===== src/rtl/mtu_pkg.sv =====
// ----------------------------------------------------------------------------
// mtu_pkg
// Shared types and constants for the matrix times upper triangular unit.
// ----------------------------------------------------------------------------
`default_nettype none

package mtu_pkg;

    localparam int MAX_DIM_DEF = 64;
    localparam int IDX_W       = 6;   // row / column field width
    localparam int VAL_W       = 16;  // Q8.8 element
    localparam int PROD_W      = 32;  // Q16.16 single product
    localparam int SUM_W       = 38;  // Q16.16 exact sum of up to 64 terms
    localparam int SIZE_W      = 7;
    localparam int IN_DATA_W   = 48;  // 44 bits used
    localparam int OUT_DATA_W  = 48;  // 44 bits used

    typedef enum logic {
        OP_LOAD    = 1'b0,
        OP_COMPUTE = 1'b1
    } t_op;

    typedef enum logic {
        ST_IDLE = 1'b0,
        ST_RUN  = 1'b1
    } t_state;

    // one multiply-accumulate term handed from sequencer to datapath
    typedef struct packed {
        logic             valid;
        logic             first;    // first term of a column
        logic             last;     // last term of a column
        logic             row_end;  // last term of the whole row
        logic [IDX_W-1:0] col;
    } t_issue;

    typedef struct packed {
        logic pipe_busy;   // terms still in flight
        logic final_busy;  // a column sum in flight, or output word stuck
    } t_mac_status;

endpackage

`default_nettype wire


===== src/rtl/mtu_seq.sv =====
// ----------------------------------------------------------------------------
// mtu_seq
// Sequencer: holds the size register, decodes input words and walks the
// column / term loops of a compute, one memory read pair per cycle unless stalled.
// ----------------------------------------------------------------------------
`default_nettype none

module mtu_seq #(
    parameter int MAX_DIM = mtu_pkg::MAX_DIM_DEF,
    parameter int IW      = $clog2(MAX_DIM)
) (
    input  wire logic                         i_clk,
    input  wire logic                         i_rst_n,
    input  wire logic                         i_cfg_wen,
    input  wire logic [mtu_pkg::SIZE_W-1:0]   i_cfg_wdata,
    input  wire logic                         i_valid,
    output logic                              o_ready,
    input  wire logic                         i_op,
    input  wire logic [mtu_pkg::IDX_W-1:0]    i_row,
    input  wire logic [mtu_pkg::IDX_W-1:0]    i_col,
    input  wire mtu_pkg::t_mac_status         i_status,
    output logic                              o_we,
    output logic      [2*IW-1:0]              o_waddr,
    output logic      [2*IW-1:0]              o_raddr_left,
    output logic      [2*IW-1:0]              o_raddr_right,
    output mtu_pkg::t_issue                   o_issue
);
    import mtu_pkg::*;

    localparam logic [SIZE_W-1:0] DIM = SIZE_W'(MAX_DIM);

    t_state          r_state, n_state;
    logic [IW-1:0]   r_last_idx;
    logic [IW-1:0]   r_row, n_row;
    logic [IW-1:0]   r_j, n_j;
    logic [IW-1:0]   r_k, n_k;
    logic [SIZE_W-1:0] cfg_n;
    logic            accept;
    logic            row_ok;
    logic            col_ok;
    logic            term_last;
    logic            col_last;
    logic            stall;
    t_op             op;

    assign op     = t_op'(i_op);
    assign accept = i_valid && o_ready;
    assign row_ok = {1'b0, i_row} < DIM;
    assign col_ok = {1'b0, i_col} < DIM;

    // size 0 acts as 1, above MAX_DIM as MAX_DIM
    always_comb begin
        cfg_n = i_cfg_wdata;
        if (i_cfg_wdata == '0) begin
            cfg_n = SIZE_W'(1);
        end else if (i_cfg_wdata > DIM) begin
            cfg_n = DIM;
        end
    end

    always_ff @(posedge i_clk) begin
        if (!i_rst_n) begin
            r_last_idx <= IW'(MAX_DIM - 1);
        end else if (i_cfg_wen) begin
            r_last_idx <= IW'(cfg_n - SIZE_W'(1));
        end
    end

    assign o_we    = accept && (op == OP_LOAD) && row_ok && col_ok;
    assign o_waddr = {i_row[IW-1:0], i_col[IW-1:0]};

    assign term_last = (r_k == r_last_idx);
    assign col_last  = (r_j == r_last_idx);
    // a column's final term waits until its sum has a free output slot
    assign stall     = term_last && i_status.final_busy;

    always_ff @(posedge i_clk) begin
        if (!i_rst_n) begin
            r_state <= ST_IDLE;
        end else begin
            r_state <= n_state;
        end
    end

    always_ff @(posedge i_clk) begin
        r_row <= n_row;
        r_j   <= n_j;
        r_k   <= n_k;
    end

    always_comb begin
        n_state = r_state;
        n_row   = r_row;
        n_j     = r_j;
        n_k     = r_k;
        o_ready = 1'b0;
        o_issue = '0;
        unique case (r_state)
            ST_IDLE: begin
                o_ready = !i_status.pipe_busy;
                if (accept && (op == OP_COMPUTE) && row_ok) begin
                    n_row   = i_row[IW-1:0];
                    n_j     = '0;
                    n_k     = '0;
                    n_state = ST_RUN;
                end
            end
            ST_RUN: begin
                if (!stall) begin
                    o_issue.valid   = 1'b1;
                    o_issue.first   = (r_k == '0);
                    o_issue.last    = term_last;
                    o_issue.row_end = term_last && col_last;
                    o_issue.col     = IDX_W'(r_j);
                    if (term_last) begin
                        n_k = '0;
                        n_j = r_j + IW'(1);
                        if (col_last) begin
                            n_state = ST_IDLE;
                        end
                    end else begin
                        n_k = r_k + IW'(1);
                    end
                end
            end
            default: n_state = ST_IDLE;
        endcase
    end

    assign o_raddr_left  = {r_row, r_k};
    assign o_raddr_right = {r_k, r_j};

    a_idle_quiet: assert property (@(posedge i_clk) disable iff (!i_rst_n)
        (r_state == ST_IDLE) |-> !o_issue.valid)
        else $error("term issued while idle");

    a_final_credit: assert property (@(posedge i_clk) disable iff (!i_rst_n)
        (o_issue.valid && o_issue.last) |-> !i_status.final_busy)
        else $error("column end issued without output slot");

    a_start: assert property (@(posedge i_clk) disable iff (!i_rst_n)
        (accept && (op == OP_COMPUTE) && row_ok) |=> (r_state == ST_RUN))
        else $error("compute word did not start a row");

endmodule

`default_nettype wire


===== config.mk =====
export PLATFORM = sky130hd
export DESIGN_NAME = mtu_seq
export DESIGN_NICKNAME = d
export VERILOG_FILES = /design/src/rtl/mtu_pkg.sv /design/src/rtl/mtu_seq.sv
export SDC_FILE = /design/constraint.sdc
export NUM_CORES = 1
export LEC_CHECK = 0
export BUFFER_PORTS_ARGS = -buffer_cell sky130_fd_sc_hd__clkbuf_2
export CORE_MARGIN = 2
export CORE_UTILIZATION = 30
export DETAILED_ROUTE_END_ITERATION = 8
export SYNTH_ARGS = -nofsm -noshare
export SYNTH_HDL_FRONTEND = slang
export SYNTH_SLANG_ARGS = --single-unit

===== constraint.sdc =====
create_clock -name i_clk -period 2 [get_ports i_clk]
set_input_delay 0.4 -clock i_clk [delete_from_list [all_inputs] [get_ports i_clk]]
set_output_delay 0.4 -clock i_clk [all_outputs]
set_load 0.01 [all_outputs]

==> qor.yml <==
synth:
  netlist_top_cells_area: "edfxtp_1 (36%), dfxtp_1 (9.2%), buf_4 (8.9%)"
  yosysSeqAreaShare: 0.4488
  ys_ff_latch: 25
  synth.top_cell.area_share: 0.3564
  ys_types: 32
  avgSynthCellArea_um2: 10.11
  synthesis.nets: 180
  synth_top_area_cell: "edfxtp_1"
  netlist_area_um2: 1516
  syn_inst: 150
  ys_warn_count: 0
setup_path:
  path_max_fanout: 5
  arrival_ns: 1.72
  cp_cell_sequence: "xor2_1 -> nor4_4 -> buf_6 -> a31oi_4 -> and3_1 -> clkbuf_2"
  cp.buffers_inverters: 2
  cpLargestDelayFamily: "simple AND/OR/NAND/NOR gates"
  critPathCaptureType: "primary output"
  rr_worst_depth: 6
  crit_required_ns: 1.60
  critical_path_class: "flip-flop to primary output"
  crit_cells: 6
  cp-start-kind: "flip-flop"
  regToRegStartpoint: "r_k[4]$_SDFFCE_PN0P_"
  cp_slowest_cell: "edfxtp_1"
  startpoint: "r_k[4]$_SDFFCE_PN0P_"
  max_stage_delay_ns: 0.40
floorplan:
  rows: 25
  die_area_um2: 5639
  die_h_um: 75.10
  die_w_um: 75.10
  initial_utilization: 0.3169
  core-area_um2: 4786
  ios: 74
timing:
  tns_ns: -0.7659
  post-route-period-util: 1.059
  tightest_slew_ns: 0.4435
  setup_viol: 9
  finClkSkew_ns: 0.009887
  rsz0062_at_grt: "yes"
  hold_viol: 0
  slew_headroom: 0.6967
  layout_min_cycle_time_ns: 2.117
  finalMaxSlewViolations: 0
  fin_hold_ws_ns: 0.3266
  setup_ws_ns: -0.1172
  max_clock_freq_mhz: 472.3
finish:
  nets: 245
  fin_util: 0.4214
  drive_gt1_frac: 0.4393
  nFillCells: 469
  area_growth_pct: 33.00
  num_antenna_cells: 0
clocking:
  htree_num_levels: 1
  cts_sinks: 25
  numCtsBuffers: 3
  clock_latency_ns: 0.27
  clk_pin_slew_ns: 0.09
  clockRootBuffer: "clkbuf_8"
  cts_buffer_depth: 2
  cts_hold_buffers: 0
  tritoncts: "built"
global_route:
  grt_pass1_wl_um: 5471
  grt_pass1_vias: 1139
  overflow: 0
  grt_max_degree: 14
  track_usage: 0.1289
  antenna_found_initial: 0
hold_path:
  hold_class: "input pin to flip-flop"
  hold_start: "i_row[0]"
  hold_depth: 1
route:
  vias_per_cell: 4.473
  drtPass1Iterations: 4
  antenna_left: 0
  wire_per_inst_um: 12.63
  drcViolationCount: 0
  drt-total-wl_um: 3550
  dr_total_vias: 1257
  drt_iter0_drc: 60
pwr:
  p_int_uw: 834.3
  p_switching_uw: 310.3
  combPwrFrac: 0.215
  power.density_nw_per_um2: 567.5
  netSwitchingFraction: 0.2711
  totalPowerFinal_mw: 1.145
  clockPowerShare: 0.258
  ir_drop_mv: 0.3252
  p_leak_nw: 0.8830
  pwr-share-seq: 0.527
placed_design:
  hpwl_um: 2710
  port-buffer-count: 61
  gp_congestion: 0.7455
  place_ws_ns: 0.04643
run_status:
  status: "finished with violations"
  violations: "setup timing"
job:
  max_cap_violations: 0
## per-stage QoR
step                      cells  area, um^2
after global routing        281        2017
after floorplan             150        1516
after global placement      273        1876
after detailed placement    273        1876
final                       281        2017
after CTS                   281        1998
## final timing paths
check | to | slack, ns
worst max-delay path | o_issue[8] | -0.12
worst min-delay path | r_row[0]$_DFFE_PP_ | 0.33
worst max register to register | r_k[2]$_SDFFCE_PN0P_ | 0.15
worst min register to register | r_last_idx[3]$_SDFFE_PN1P_ | 0.57
## power groups by stage
stage,Clock [mW],Combinational [mW],Sequential [mW]
2_1_floorplan,0,0.138,0.626
3_3_place_gp,0,0.225,0.614
3_5_place_dp,0,0.226,0.614
4_1_cts,0.305,0.241,0.603
5_1_grt,0.331,0.272,0.606
6_report,0.296,0.246,0.603
## cell type report
cell class / instances / area, um^2 / share of cell area
multi-input combinational: 101 / 744.5 / 0.3691
timing repair buffer: 79 / 444.2 / 0.2202
sequential: 25 / 680.7 / 0.3375
tap: 67 / 83.83 / 0.04156
clock buffer: 4 / 45.04 / 0.02233
inverter: 5 / 18.77 / 0.009305
## state kept, by name, indices dropped and copies added (netlist names)
register,flops
r_last_idx,6
r_row,6
r_k,6
r_j,6
r_state,1
## cell usage after synthesis
| library cell | number |
|---|---|
| a21o_4 | 1 |
| o22ai_1 | 2 |
| nand2b_1 | 5 |
| a21oi_1 | 2 |
| xor2_1 | 13 |
| a21boi_2 | 1 |
| nor4_1 | 2 |
| nand2_1 | 9 |
| mux2i_1 | 1 |
| nor3_1 | 4 |
| buf_4 | 18 |
| inv_1 | 5 |
| nand4_1 | 1 |
| a31oi_4 | 1 |
| nand3_1 | 6 |
| a211o_1 | 1 |
| and2_1 | 7 |
| or2_2 | 1 |
| a2111oi_0 | 1 |
| or3_1 | 1 |
| dfxtp_1 | 7 |
| xnor2_1 | 8 |
| edfxtp_1 | 18 |
| o221a_1 | 1 |
| o21ai_0 | 3 |
| nor2_1 | 19 |
| o31a_1 | 1 |
| clkbuf_1 | 1 |
| and3_1 | 4 |
| nor4_4 | 1 |
| buf_1 | 1 |
| ha_1 | 4 |
## cells in the final DEF, fill, tap and decap left out, drive strengths merged
master | Yosys | routed
o221a | 1 | 1
nor4 | 3 | 3
or2 | 1 | 1
a31oi | 1 | 2
a211o | 1 | 1
nor3 | 4 | 4
and3 | 4 | 4
ha | 4 | 4
xnor2 | 8 | 8
clkbuf | 1 | 64
nand3 | 6 | 6
buf | 19 | 19
a21boi | 1 | 1
mux2i | 1 | 1
a21oi | 2 | 2
o31a | 1 | 1
a2111oi | 1 | 1
a21o | 1 | 1
xor2 | 13 | 13
nor2 | 19 | 19
o22ai | 2 | 2
inv | 5 | 5
nand4 | 1 | 1
dfxtp | 7 | 7
o21ai | 3 | 3
and2 | 7 | 7
nand2 | 9 | 9
edfxtp | 18 | 18
nand2b | 5 | 5
or3 | 1 | 1
## cell families (layout without fill, tap and decap cells)
kind of cell | count (synthesis) | after routing | synth area share
adders and majority gates | 4 | 4 | 0.03300
AOI/OAI and AO/OA | 14 | 15 | 0.08085
xor gates and xnor gates | 21 | 21 | 0.1213
DFF | 25 | 25 | 0.4488
muxes | 1 | 1 | 0.006601
buffers and inverters | 25 | 88 | 0.1064
and+or+nand+nor | 60 | 60 | 0.2030
## worst reg2reg max path, delay by kind of cell (launching register included)
kind,cells,cell delay (ns)
buffers and inverters,2,0.34
DFF,1,0.40
AOI/OAI and AO/OA,1,0.09
xor gates and xnor gates,1,0.18
and+or+nand+nor,2,0.55
## routing by layer
| layer | track usage | wire length, um |
|---|---|---|
| met5 | 0 | 0 |
| met4 | 0.02381 | 13 |
| met3 | 0.02410 | 202 |
| met2 | 0.2105 | 1752 |
| met1 | 0.1803 | 1581 |
## timing repair
action                                  in CTS  in global routing
buffers inserted                             3                  0
resized for setup                            9                  4
gates cloned                                 1                  0
pin swaps                                   11                  1
endpoints found under the setup margin      10                 22
(Power assumes the default switching activity.)
