--- src/rtl/mtu_pkg.sv ---
// ----------------------------------------------------------------------------
// mtu_pkg
// Shared types and constants for the matrix times upper triangular unit.
// ----------------------------------------------------------------------------
`default_nettype none

package mtu_pkg;

    localparam int MAX_DIM_DEF = 64;
    localparam int IDX_W       = 6;   // row / column field width
    localparam int VAL_W       = 16;  // Q8.8 element
    localparam int PROD_W      = 32;  // Q16.16 single product
    localparam int SUM_W       = 38;  // Q16.16 exact sum of up to 64 terms
    localparam int SIZE_W      = 7;
    localparam int IN_DATA_W   = 48;  // 44 bits used
    localparam int OUT_DATA_W  = 48;  // 44 bits used

    typedef enum logic {
        OP_LOAD    = 1'b0,
        OP_COMPUTE = 1'b1
    } t_op;

    typedef enum logic {
        ST_IDLE = 1'b0,
        ST_RUN  = 1'b1
    } t_state;

    // one multiply-accumulate term handed from sequencer to datapath
    typedef struct packed {
        logic             valid;
        logic             first;    // first term of a column
        logic             last;     // last term of a column
        logic             row_end;  // last term of the whole row
        logic [IDX_W-1:0] col;
    } t_issue;

    typedef struct packed {
        logic pipe_busy;   // terms still in flight
        logic final_busy;  // a column sum in flight, or output word stuck
    } t_mac_status;

endpackage

`default_nettype wire

--- src/rtl/mtu_mac.sv ---
// ----------------------------------------------------------------------------
// mtu_mac
// Multiply-accumulate datapath: tag alignment with the memory read,
// product register, accumulator and output word register.
// ----------------------------------------------------------------------------
`default_nettype none

module mtu_mac (
    input  wire logic                        i_clk,
    input  wire logic                        i_rst_n,
    input  wire mtu_pkg::t_issue             i_issue,
    input  wire logic [mtu_pkg::VAL_W-1:0]   i_left,
    input  wire logic [mtu_pkg::VAL_W-1:0]   i_right,
    output mtu_pkg::t_mac_status             o_status,
    output logic                             o_valid,
    input  wire logic                        i_ready,
    output logic      [mtu_pkg::SUM_W-1:0]   o_sum,
    output logic      [mtu_pkg::IDX_W-1:0]   o_col,
    output logic                             o_last
);
    import mtu_pkg::*;

    t_issue             r_s1;
    t_issue             r_s2;
    logic [PROD_W-1:0]  r_prod;
    logic [SUM_W-1:0]   r_acc;
    logic               r_out_valid;
    logic [SUM_W-1:0]   r_out_sum;
    logic [IDX_W-1:0]   r_out_col;
    logic               r_out_last;
    logic [SUM_W-1:0]   n_sum;
    logic [SUM_W-1:0]   prod_ext;

    always_ff @(posedge i_clk) begin
        if (!i_rst_n) begin
            r_s1 <= '0;
            r_s2 <= '0;
        end else begin
            r_s1 <= i_issue;
            r_s2 <= r_s1;
        end
    end

    // memory data lines up with r_s1
    always_ff @(posedge i_clk) begin
        r_prod <= PROD_W'($signed(i_left) * $signed(i_right));
    end

    assign prod_ext = {{(SUM_W-PROD_W){r_prod[PROD_W-1]}}, r_prod};
    assign n_sum    = (r_s2.first ? '0 : r_acc) + prod_ext;

    always_ff @(posedge i_clk) begin
        if (r_s2.valid) begin
            r_acc <= n_sum;
        end
    end

    always_ff @(posedge i_clk) begin
        if (!i_rst_n) begin
            r_out_valid <= 1'b0;
        end else if (r_s2.valid && r_s2.last) begin
            r_out_valid <= 1'b1;
        end else if (i_ready) begin
            r_out_valid <= 1'b0;
        end
    end

    always_ff @(posedge i_clk) begin
        if (r_s2.valid && r_s2.last) begin
            r_out_sum  <= n_sum;
            r_out_col  <= r_s2.col;
            r_out_last <= r_s2.row_end;
        end
    end

    assign o_status.pipe_busy  = r_s1.valid || r_s2.valid;
    assign o_status.final_busy = (r_s1.valid && r_s1.last) || (r_s2.valid && r_s2.last)
                                 || (r_out_valid && !i_ready);

    assign o_valid = r_out_valid;
    assign o_sum   = r_out_sum;
    assign o_col   = r_out_col;
    assign o_last  = r_out_last;

    // a column sum must never land on an unread output word
    a_no_overwrite: assert property (@(posedge i_clk) disable iff (!i_rst_n)
        (r_s2.valid && r_s2.last) |-> !(r_out_valid && !i_ready))
        else $error("column sum overwrites pending output word");

    a_final_emits: assert property (@(posedge i_clk) disable iff (!i_rst_n)
        (r_s2.valid && r_s2.last) |=> r_out_valid)
        else $error("column sum not presented");

    a_first_before_last: assert property (@(posedge i_clk) disable iff (!i_rst_n)
        (r_s2.valid && r_s2.row_end) |-> r_s2.last)
        else $error("row end not on a column end");

endmodule

`default_nettype wire

--- config.mk ---
export PLATFORM = sky130hd
export DESIGN_NAME = mtu_mac
export DESIGN_NICKNAME = d
export VERILOG_FILES = /design/src/rtl/mtu_pkg.sv /design/src/rtl/mtu_mac.sv
export SDC_FILE = /design/constraint.sdc
export NUM_CORES = 1
export LEC_CHECK = 0
export ABC_AREA = 1
export BUFFER_PORTS_ARGS = -buffer_cell sky130_fd_sc_hd__buf_2
export CAP_MARGIN = 10
export CORE_ASPECT_RATIO = 1.25
export CORE_UTILIZATION = 50
export DETAILED_ROUTE_END_ITERATION = 7
export PLACE_DENSITY = 0.78
export SYNTH_ARGS = -nofsm -noshare
export SYNTH_HDL_FRONTEND = slang
export SYNTH_SLANG_ARGS = --single-unit
--- constraint.sdc ---
create_clock -name i_clk -period 14.36 [get_ports i_clk]
set_input_delay 3.59 -clock i_clk [delete_from_list [all_inputs] [get_ports i_clk]]
set_output_delay 3.59 -clock i_clk [all_outputs]
set_load 0.02 [all_outputs]
==> metrics.md, run 1 <==
| Metric | Value |
|---|---|
| Status | finished, final reports clean |
| Die area | approximately 0.036 sq mm |
| Minimum clock period | 8.69 ns |
| YS warnings | 0 |
| Mapped cell area | 0.0177 sq mm |
| Final std cells w/o fill | 2858 |
| Clk_lat worst skew | 0.43 ns |
| Final Max Slew Viols | 0 |
| Setup Skew | 0.00682 ns |
| GR Util All Layers | 0.263 |
| CP max-delay cell | fa_1 |
| Remaining antenna violation count | 0 |
| Grt total ovfl | 0 |
| Synth Area in Compound Gates | 0.0267 |
| Initial antenna violation count | 0 |
| # clock sinks | 136 |
| TritonCTS Buffers | 17 |
| H-Tree Depth | 4 |
| Combinational family with the most area after synthesis | adder cells |
| Synth area leader | fa_1 |
| Setup CP Type | in2reg |
| Design area | 0.0192 sq mm |
| First-pass GRT wire length | 73400 microns |
| N_diodes | 0 |
| Initial DRC count | 1022 |
| Clock tree buffer depth | 2 |
| Tcrit/Tclk final | 0.605 |
| Synth top area share | 0.297 |
| Placed insts | 2826 |
| CTS Hold Bufs | 0 |
| Reg clk slew, reported paths | 0.06 ns |
| Crit path largest cell delay | 0.82 ns |
| Data arrival, critical path | 9.00 ns |
| Synth Area in Simple Gates | 0.217 |
| CTS tree | built |
| DP Area | 0.0186 sq mm |
| Syn-to-layout area delta | 8.16% |
| Post-synthesis sequential area ratio | 0.200 |
| Largest net degree at the start of global routing | 47 |
| Flip-flop and latch count after synthesis | 136 |
| Die W | 170 microns |
| HP Class | reg2reg |
| Critical Path Start Type | input pin |
| Max Cap Violations | 0 |
| Share of cells above drive strength 1 | 0.0661 |
| Mux contribution to synthesized area | 0 |
| Synthesized Nets | 2756 |
| Hpwl dp | 37800 microns |
| Crit path cell chain | buf_2, nand2_1, inv_1, fa_1, fa_1, inv_1, fa_1, inv_1, fa_1, inv_1, fa_1, fa_1, inv_1, ha_1, a21o_1, a21boi_0, nand2_1, a21oi_1, nand2_1, nand2_1, nand2_1 |
| Detailed-route DRC error count | 0 |
| Setup violators final | 0 |
| CP Max Fanout | 16 |
| Total setup buffers inserted after CTS | 0 |
| Initial core utilization | 0.511 |
| Final TNS setup | 0 ns |
| Vias in the first global route | 15123 |
| Post-CTS Resized | 0 |
| Fmax | 0.115 GHz |
| Worst EP required | 14.67 ns |
| IO Pins | slightly above 90 |
| GPL Wtd Cong | 1.01 |
| Post-synthesis xor/xnor area fraction | 0.0222 |
| Vias/cell | 4.96 |
| Total number of vias | 14185 |
| Port Buffers | 92 |
| Die height | 213 microns |
| # fillers | 3169 |
| Max_slew headroom | 0.303 |
| Mapped Avg Cell Area | 7.62 sq um |
| Final Hold Viols | 0 |
| Synth cell types | 33 |
| Dominant cells by area after synthesis | fa_1, nand2_1, edfxtp_1, inv_1, ha_1 |
| Unrepaired setup endpoints after global routing | no |
| Cell row count | 76 |
| Mapped Cells | 2329 |
| Final wirelength | 44400 microns |
| Pre-Repair DR Iteration Count | 6 |
| CTS Root Cell | clkbuf_16 |
| Post-synthesis adder-cell area fraction | 0.381 |
| Final nets | 2804 |
| Worst Setup End Kind | flip-flop |
| Slew at the pin closest to its max-slew limit | approximately 1.0 ns |
| Core area | 0.0347 sq mm |
| Routed length per instance | 15.5 microns |
| Cell repeated most along the worst path | fa_1 |
==> layout by cell type, fill, tap and decap left out, types with 2 or more instances in the layout <==
master and n:
nand2_1 673, inv_1 659, fa_1 263, nor2_1 146, ha_1 119, buf_2 92
edfxtp_1 83, nand3_1 69, a21oi_1 54, dfxtp_1 52, xor2_1 37, nand4_1 23
o21ai_0 19, clkbuf_16 17, nand2_2 13, nor3_1 10, xnor2_1 8, o21bai_1 7
inv_6 6, nor2_2 5, or2_2 4, nand3_2 4, bufinv_16 3, inv_8 3
clkinv_1 2, nand3b_1 2, a21boi_0 2, nor3_2 2, buf_4 2
==> Yosys cell counts <==
cell	n
a21boi_0	2
a21boi_2	1
a21o_1	1
a21oi_1	54
a21oi_2	1
buf_1	3
buf_2	1
clkbuf_1	61
dfxtp_1	53
edfxtp_1	83
fa_1	263
ha_1	119
inv_1	660
inv_2	1
nand2_1	673
nand2_2	13
nand3_1	69
nand3_2	4
nand3b_1	2
nand4_1	23
nor2_1	146
nor2_2	5
nor2_4	1
nor3_1	10
nor3_2	2
o21a_1	1
o21ai_0	19
o21ai_1	1
o21bai_1	7
or2_1	1
or2_2	4
xnor2_1	8
xor2_1	37
==> layer usage <==
metal / routed length [microns] / global-route usage / up-vias
li1: - / - / 6826
met1: 16700 / 0.284 / 6773
met2: 23800 / 0.507 / 451
met3: 2010 / 0.0296 / 135
met4: 1930 / 0.120 / 0
met5: 0 / 0 / -
==> path summary, 6_finish.rpt <==
kind	slack, ns	from	depth (start not counted)	end
max	5.67	i_right[1]	21	r_prod[30]
min	0.40	r_s2[4]	0	o_col[4]
max reg2reg	11.22	r_s2[8]	15	r_acc[28]
min reg2reg	0.40	r_s2[4]	0	o_col[4]
==> worst max-delay path, delay by kind of cell <==
family,cells,cell delay (ns)
AOI/OAI and AO/OA,3,0.61
buffers and inverters,6,0.78
and+or+nand+nor,5,0.46
adders and majority gates,7,3.55
==> per-stage QoR <==
| step | util | setup slack [ns] | hold slack [ns] |
|---|---|---|---|
| 2_1_floorplan | - | 5.65 | 0.386 |
| 6_report | 0.553 | 5.67 | 0.404 |
| 3_5_place_dp | 0.535 | 5.19 | 0.392 |
| 3_3_place_gp | 0.535 | 5.26 | 0.388 |
| 4_1_cts | 0.553 | 5.63 | 0.408 |
| 5_1_grt | 0.553 | 5.33 | 0.417 |
==> flip-flops by register name, summed over array words and instances, names as in the netlist <==
signal   flops
r_s1        10
o_col        6
r_prod      32
o_valid      1
r_s2        10
o_last       1
r_acc       38
o_sum       38
==> logic make-up (layout without fill, tap and decap cells) <==
logic type | after synthesis | in the layout
DFF | 136 | 136
and+or+nand+nor | 953 | 953
buffers and inverters | 726 | 787
AOI/OAI and AO/OA | 87 | 87
adders and majority gates | 382 | 382
xor gates and xnor gates | 45 | 45
==> cell type report <==
type / count / area [sq um] / share of cell area
Multi-Input combinational cell: 1467 / 11500 / 0.597
Sequential cell: 136 / 3550 / 0.185
Inverter: 661 / 2480 / 0.129
Tap cell: 468 / 586 / 0.0305
Timing Repair Buffer: 94 / 475 / 0.0248
Clock buffer: 17 / 425 / 0.0222
Clock inverter: 15 / 205 / 0.0107
Power of run 1 is left out: the tool's default activity adds up to more than one toggle a clock period on the data nets, which glitch-free logic cannot reach.
==> run 2, diff against run 1 <==
--- a/config.mk
+++ b/config.mk
@@ -11,7 +11,7 @@
 export CORE_ASPECT_RATIO = 1.25
 export CORE_UTILIZATION = 50
 export DETAILED_ROUTE_END_ITERATION = 7
-export PLACE_DENSITY = 0.78
+export PLACE_DENSITY = 0.81
 export SYNTH_ARGS = -nofsm -noshare
 export SYNTH_HDL_FRONTEND = slang
 export SYNTH_SLANG_ARGS = --single-unit
==> constraint.sdc (replaced) <==
create_clock -name i_clk -period 7.3 [get_ports i_clk]
set_input_delay 1.825 -clock i_clk [delete_from_list [all_inputs] [get_ports i_clk]]
set_output_delay 1.825 -clock i_clk [all_outputs]
set_load 0.02 [all_outputs]
==> run 2 against run 1 <==
  * Cell count rose by 0.38%
  * Critical path type unchanged
  * Largest cell class unchanged
  * Non-clock buffer count grew 11
  * Register-to-register slack worse by 7.0 ns
  * Core utilization grew 0.13 points
  * Routed wire length decreased by 1.7%
  * Worst setup slack got worse by 5.2 ns
  * First-iteration DRC count down 11%
  * Via count rose by 0.43%
  * Global-route usage decreased by 0.14 points
  * Clock skew up 0.0030 ns
==> metrics.md, run 2 (same netlist as run 1, synthesis figures left out) <==
| Metric | Value |
|---|---|
| R2r startpoint | r_s2[8] |
| TritonCTS Buffers | 17 |
| Reg clk slew, reported paths | 0.06 ns |
| # clock sinks | between 100 and 150 |
| Critical Path Start Type | input pin |
| Clk_lat worst skew | 0.43 ns |
| Clock tree buffer depth | 2 |
| Minimum clock period | 6.85 ns |
| CTS Hold Bufs | 0 |
| Vias in the first global route | 15219 |
| Pre-Repair DR Iteration Count | 8 |
| Max_slew headroom | 0.301 |
| IO Pins | 93 |
| Detailed-route DRC error count | 0 |
| CTS tree | built |
| Setup ws final | 0.448 ns |
| Total number of vias | 14246 |
| Status | finished, final reports clean |
| Max Cap Violations | 0 |
| CP startpoint | i_left[15] |
| Core area | 0.0347 sq mm |
| Die W | 170 microns |
| Total setup buffers inserted after CTS | 0 |
| Post-CTS Resized | 0 |
| Most frequent cells in the layout | nand2_1, inv_1, fa_1 |
| Initial core utilization | 0.511 |
| Setup Skew | 0.00979 ns |
| Worst Setup End Kind | flip-flop |
| Final nets | 2815 |
| Final wirelength | around 44000 microns |
| CP Max Fanout | 16 |
| Remaining antenna violation count | 0 |
| # fillers | about 3100 |
| Final Hold Viols | 0 |
| Grt total ovfl | 0 |
| Die area | 0.0363 sq mm |
| Fmax | 0.146 GHz |
| Largest net degree at the start of global routing | 46 |
| Port Buffers | 92 |
| First-pass GRT wire length | about 73000 microns |
| Routed length per instance | between 15 and 20 microns |
| N_diodes | 0 |
| Syn-to-layout area delta | 8.42% |
| Tcrit/Tclk final | 0.939 |
| Initial DRC count | 909 |
| Final TNS setup | 0 ns |
| GPL Wtd Cong | 0.959 |
| Die height | 213 microns |
| Worst EP required | 7.66 ns |
| Initial antenna violation count | 0 |
| Setup CP Type | in2reg |
| H-Tree Depth | 4 |
| CTS Root Cell | clkbuf_16 |
| HP Start | r_s2[1] |
| Vias/cell | 4.97 |
| Most common cell after layout, fill and taps aside | nand2_1 |
| HP Class | reg2reg |
| Slew at the pin closest to its max-slew limit | 1.05 ns |
| Data arrival, critical path | 7.21 ns |
| GR Util All Layers | 0.261 |
| Setup violators final | 0 |
| Dpl ws | roughly 0.040 ns |
| Final Max Slew Viols | 0 |
| Hold Slack | approximately 0.41 ns |
| Cell row count | between 70 and 80 |
| Unrepaired setup endpoints after global routing | no |
| Hpwl dp | 37000 microns |
| Share of cells above drive strength 1 | 0.0708 |
[run 2: stage by stage]
step                utilization  cell area (sq um)  instances
CTS                       0.554              19200       2869
floorplan                     -              17700       2329
detailed placement        0.537              18600       2837
finish                    0.554              19200       2869
global route              0.554              19200       2869
global placement          0.537              18600       2837
[run 2: worst paths after layout]
check	to	slack (ns)	depth (start not counted)
max reg2reg	r_acc[28]	4.21	15
min reg2reg	o_col[1]	0.41	0
min	o_col[1]	0.41	0
max	r_prod[23]	0.45	19
[run 2: layout make-up]
type                    count  area [sq um]  share of cell area
multi-input cells        1467         11500               0.596
repair buffers            105           558              0.0290
flip-flops and latches    136          3550               0.185
clock buffers              18           439              0.0228
well taps                 468           586              0.0304
clock inverters            14           155             0.00806
inverters                 661          2480               0.129
[run 2: metal layers]
| layer | global-route usage | part of all wire | vias to the layer above |
|---|---|---|---|
| li1 | - | - | 6860 |
| met1 | 0.297 | 0.39 | 6784 |
| met2 | 0.485 | 0.52 | 467 |
| met3 | 0.0316 | 0.047 | 135 |
| met4 | 0.118 | 0.043 | 0 |
| met5 | 0 | 0 | - |
[run 2: critical path, stage by stage]
cell and delay, ns:
buf_2 0.26, nand2_1 0.16, inv_1 0.14, fa_1 0.55, fa_1 0.83, fa_1 0.51, fa_1 0.51, fa_1 0.49
inv_1 0.05, fa_1 0.47, inv_1 0.04, ha_1 0.41, nand2_1 0.15, nor2_1 0.18, inv_1 0.09, nor2_1 0.16
nand4_1 0.12, nand3b_1 0.12, xor2_1 0.15
Power of run 2 is left out for the same reason.
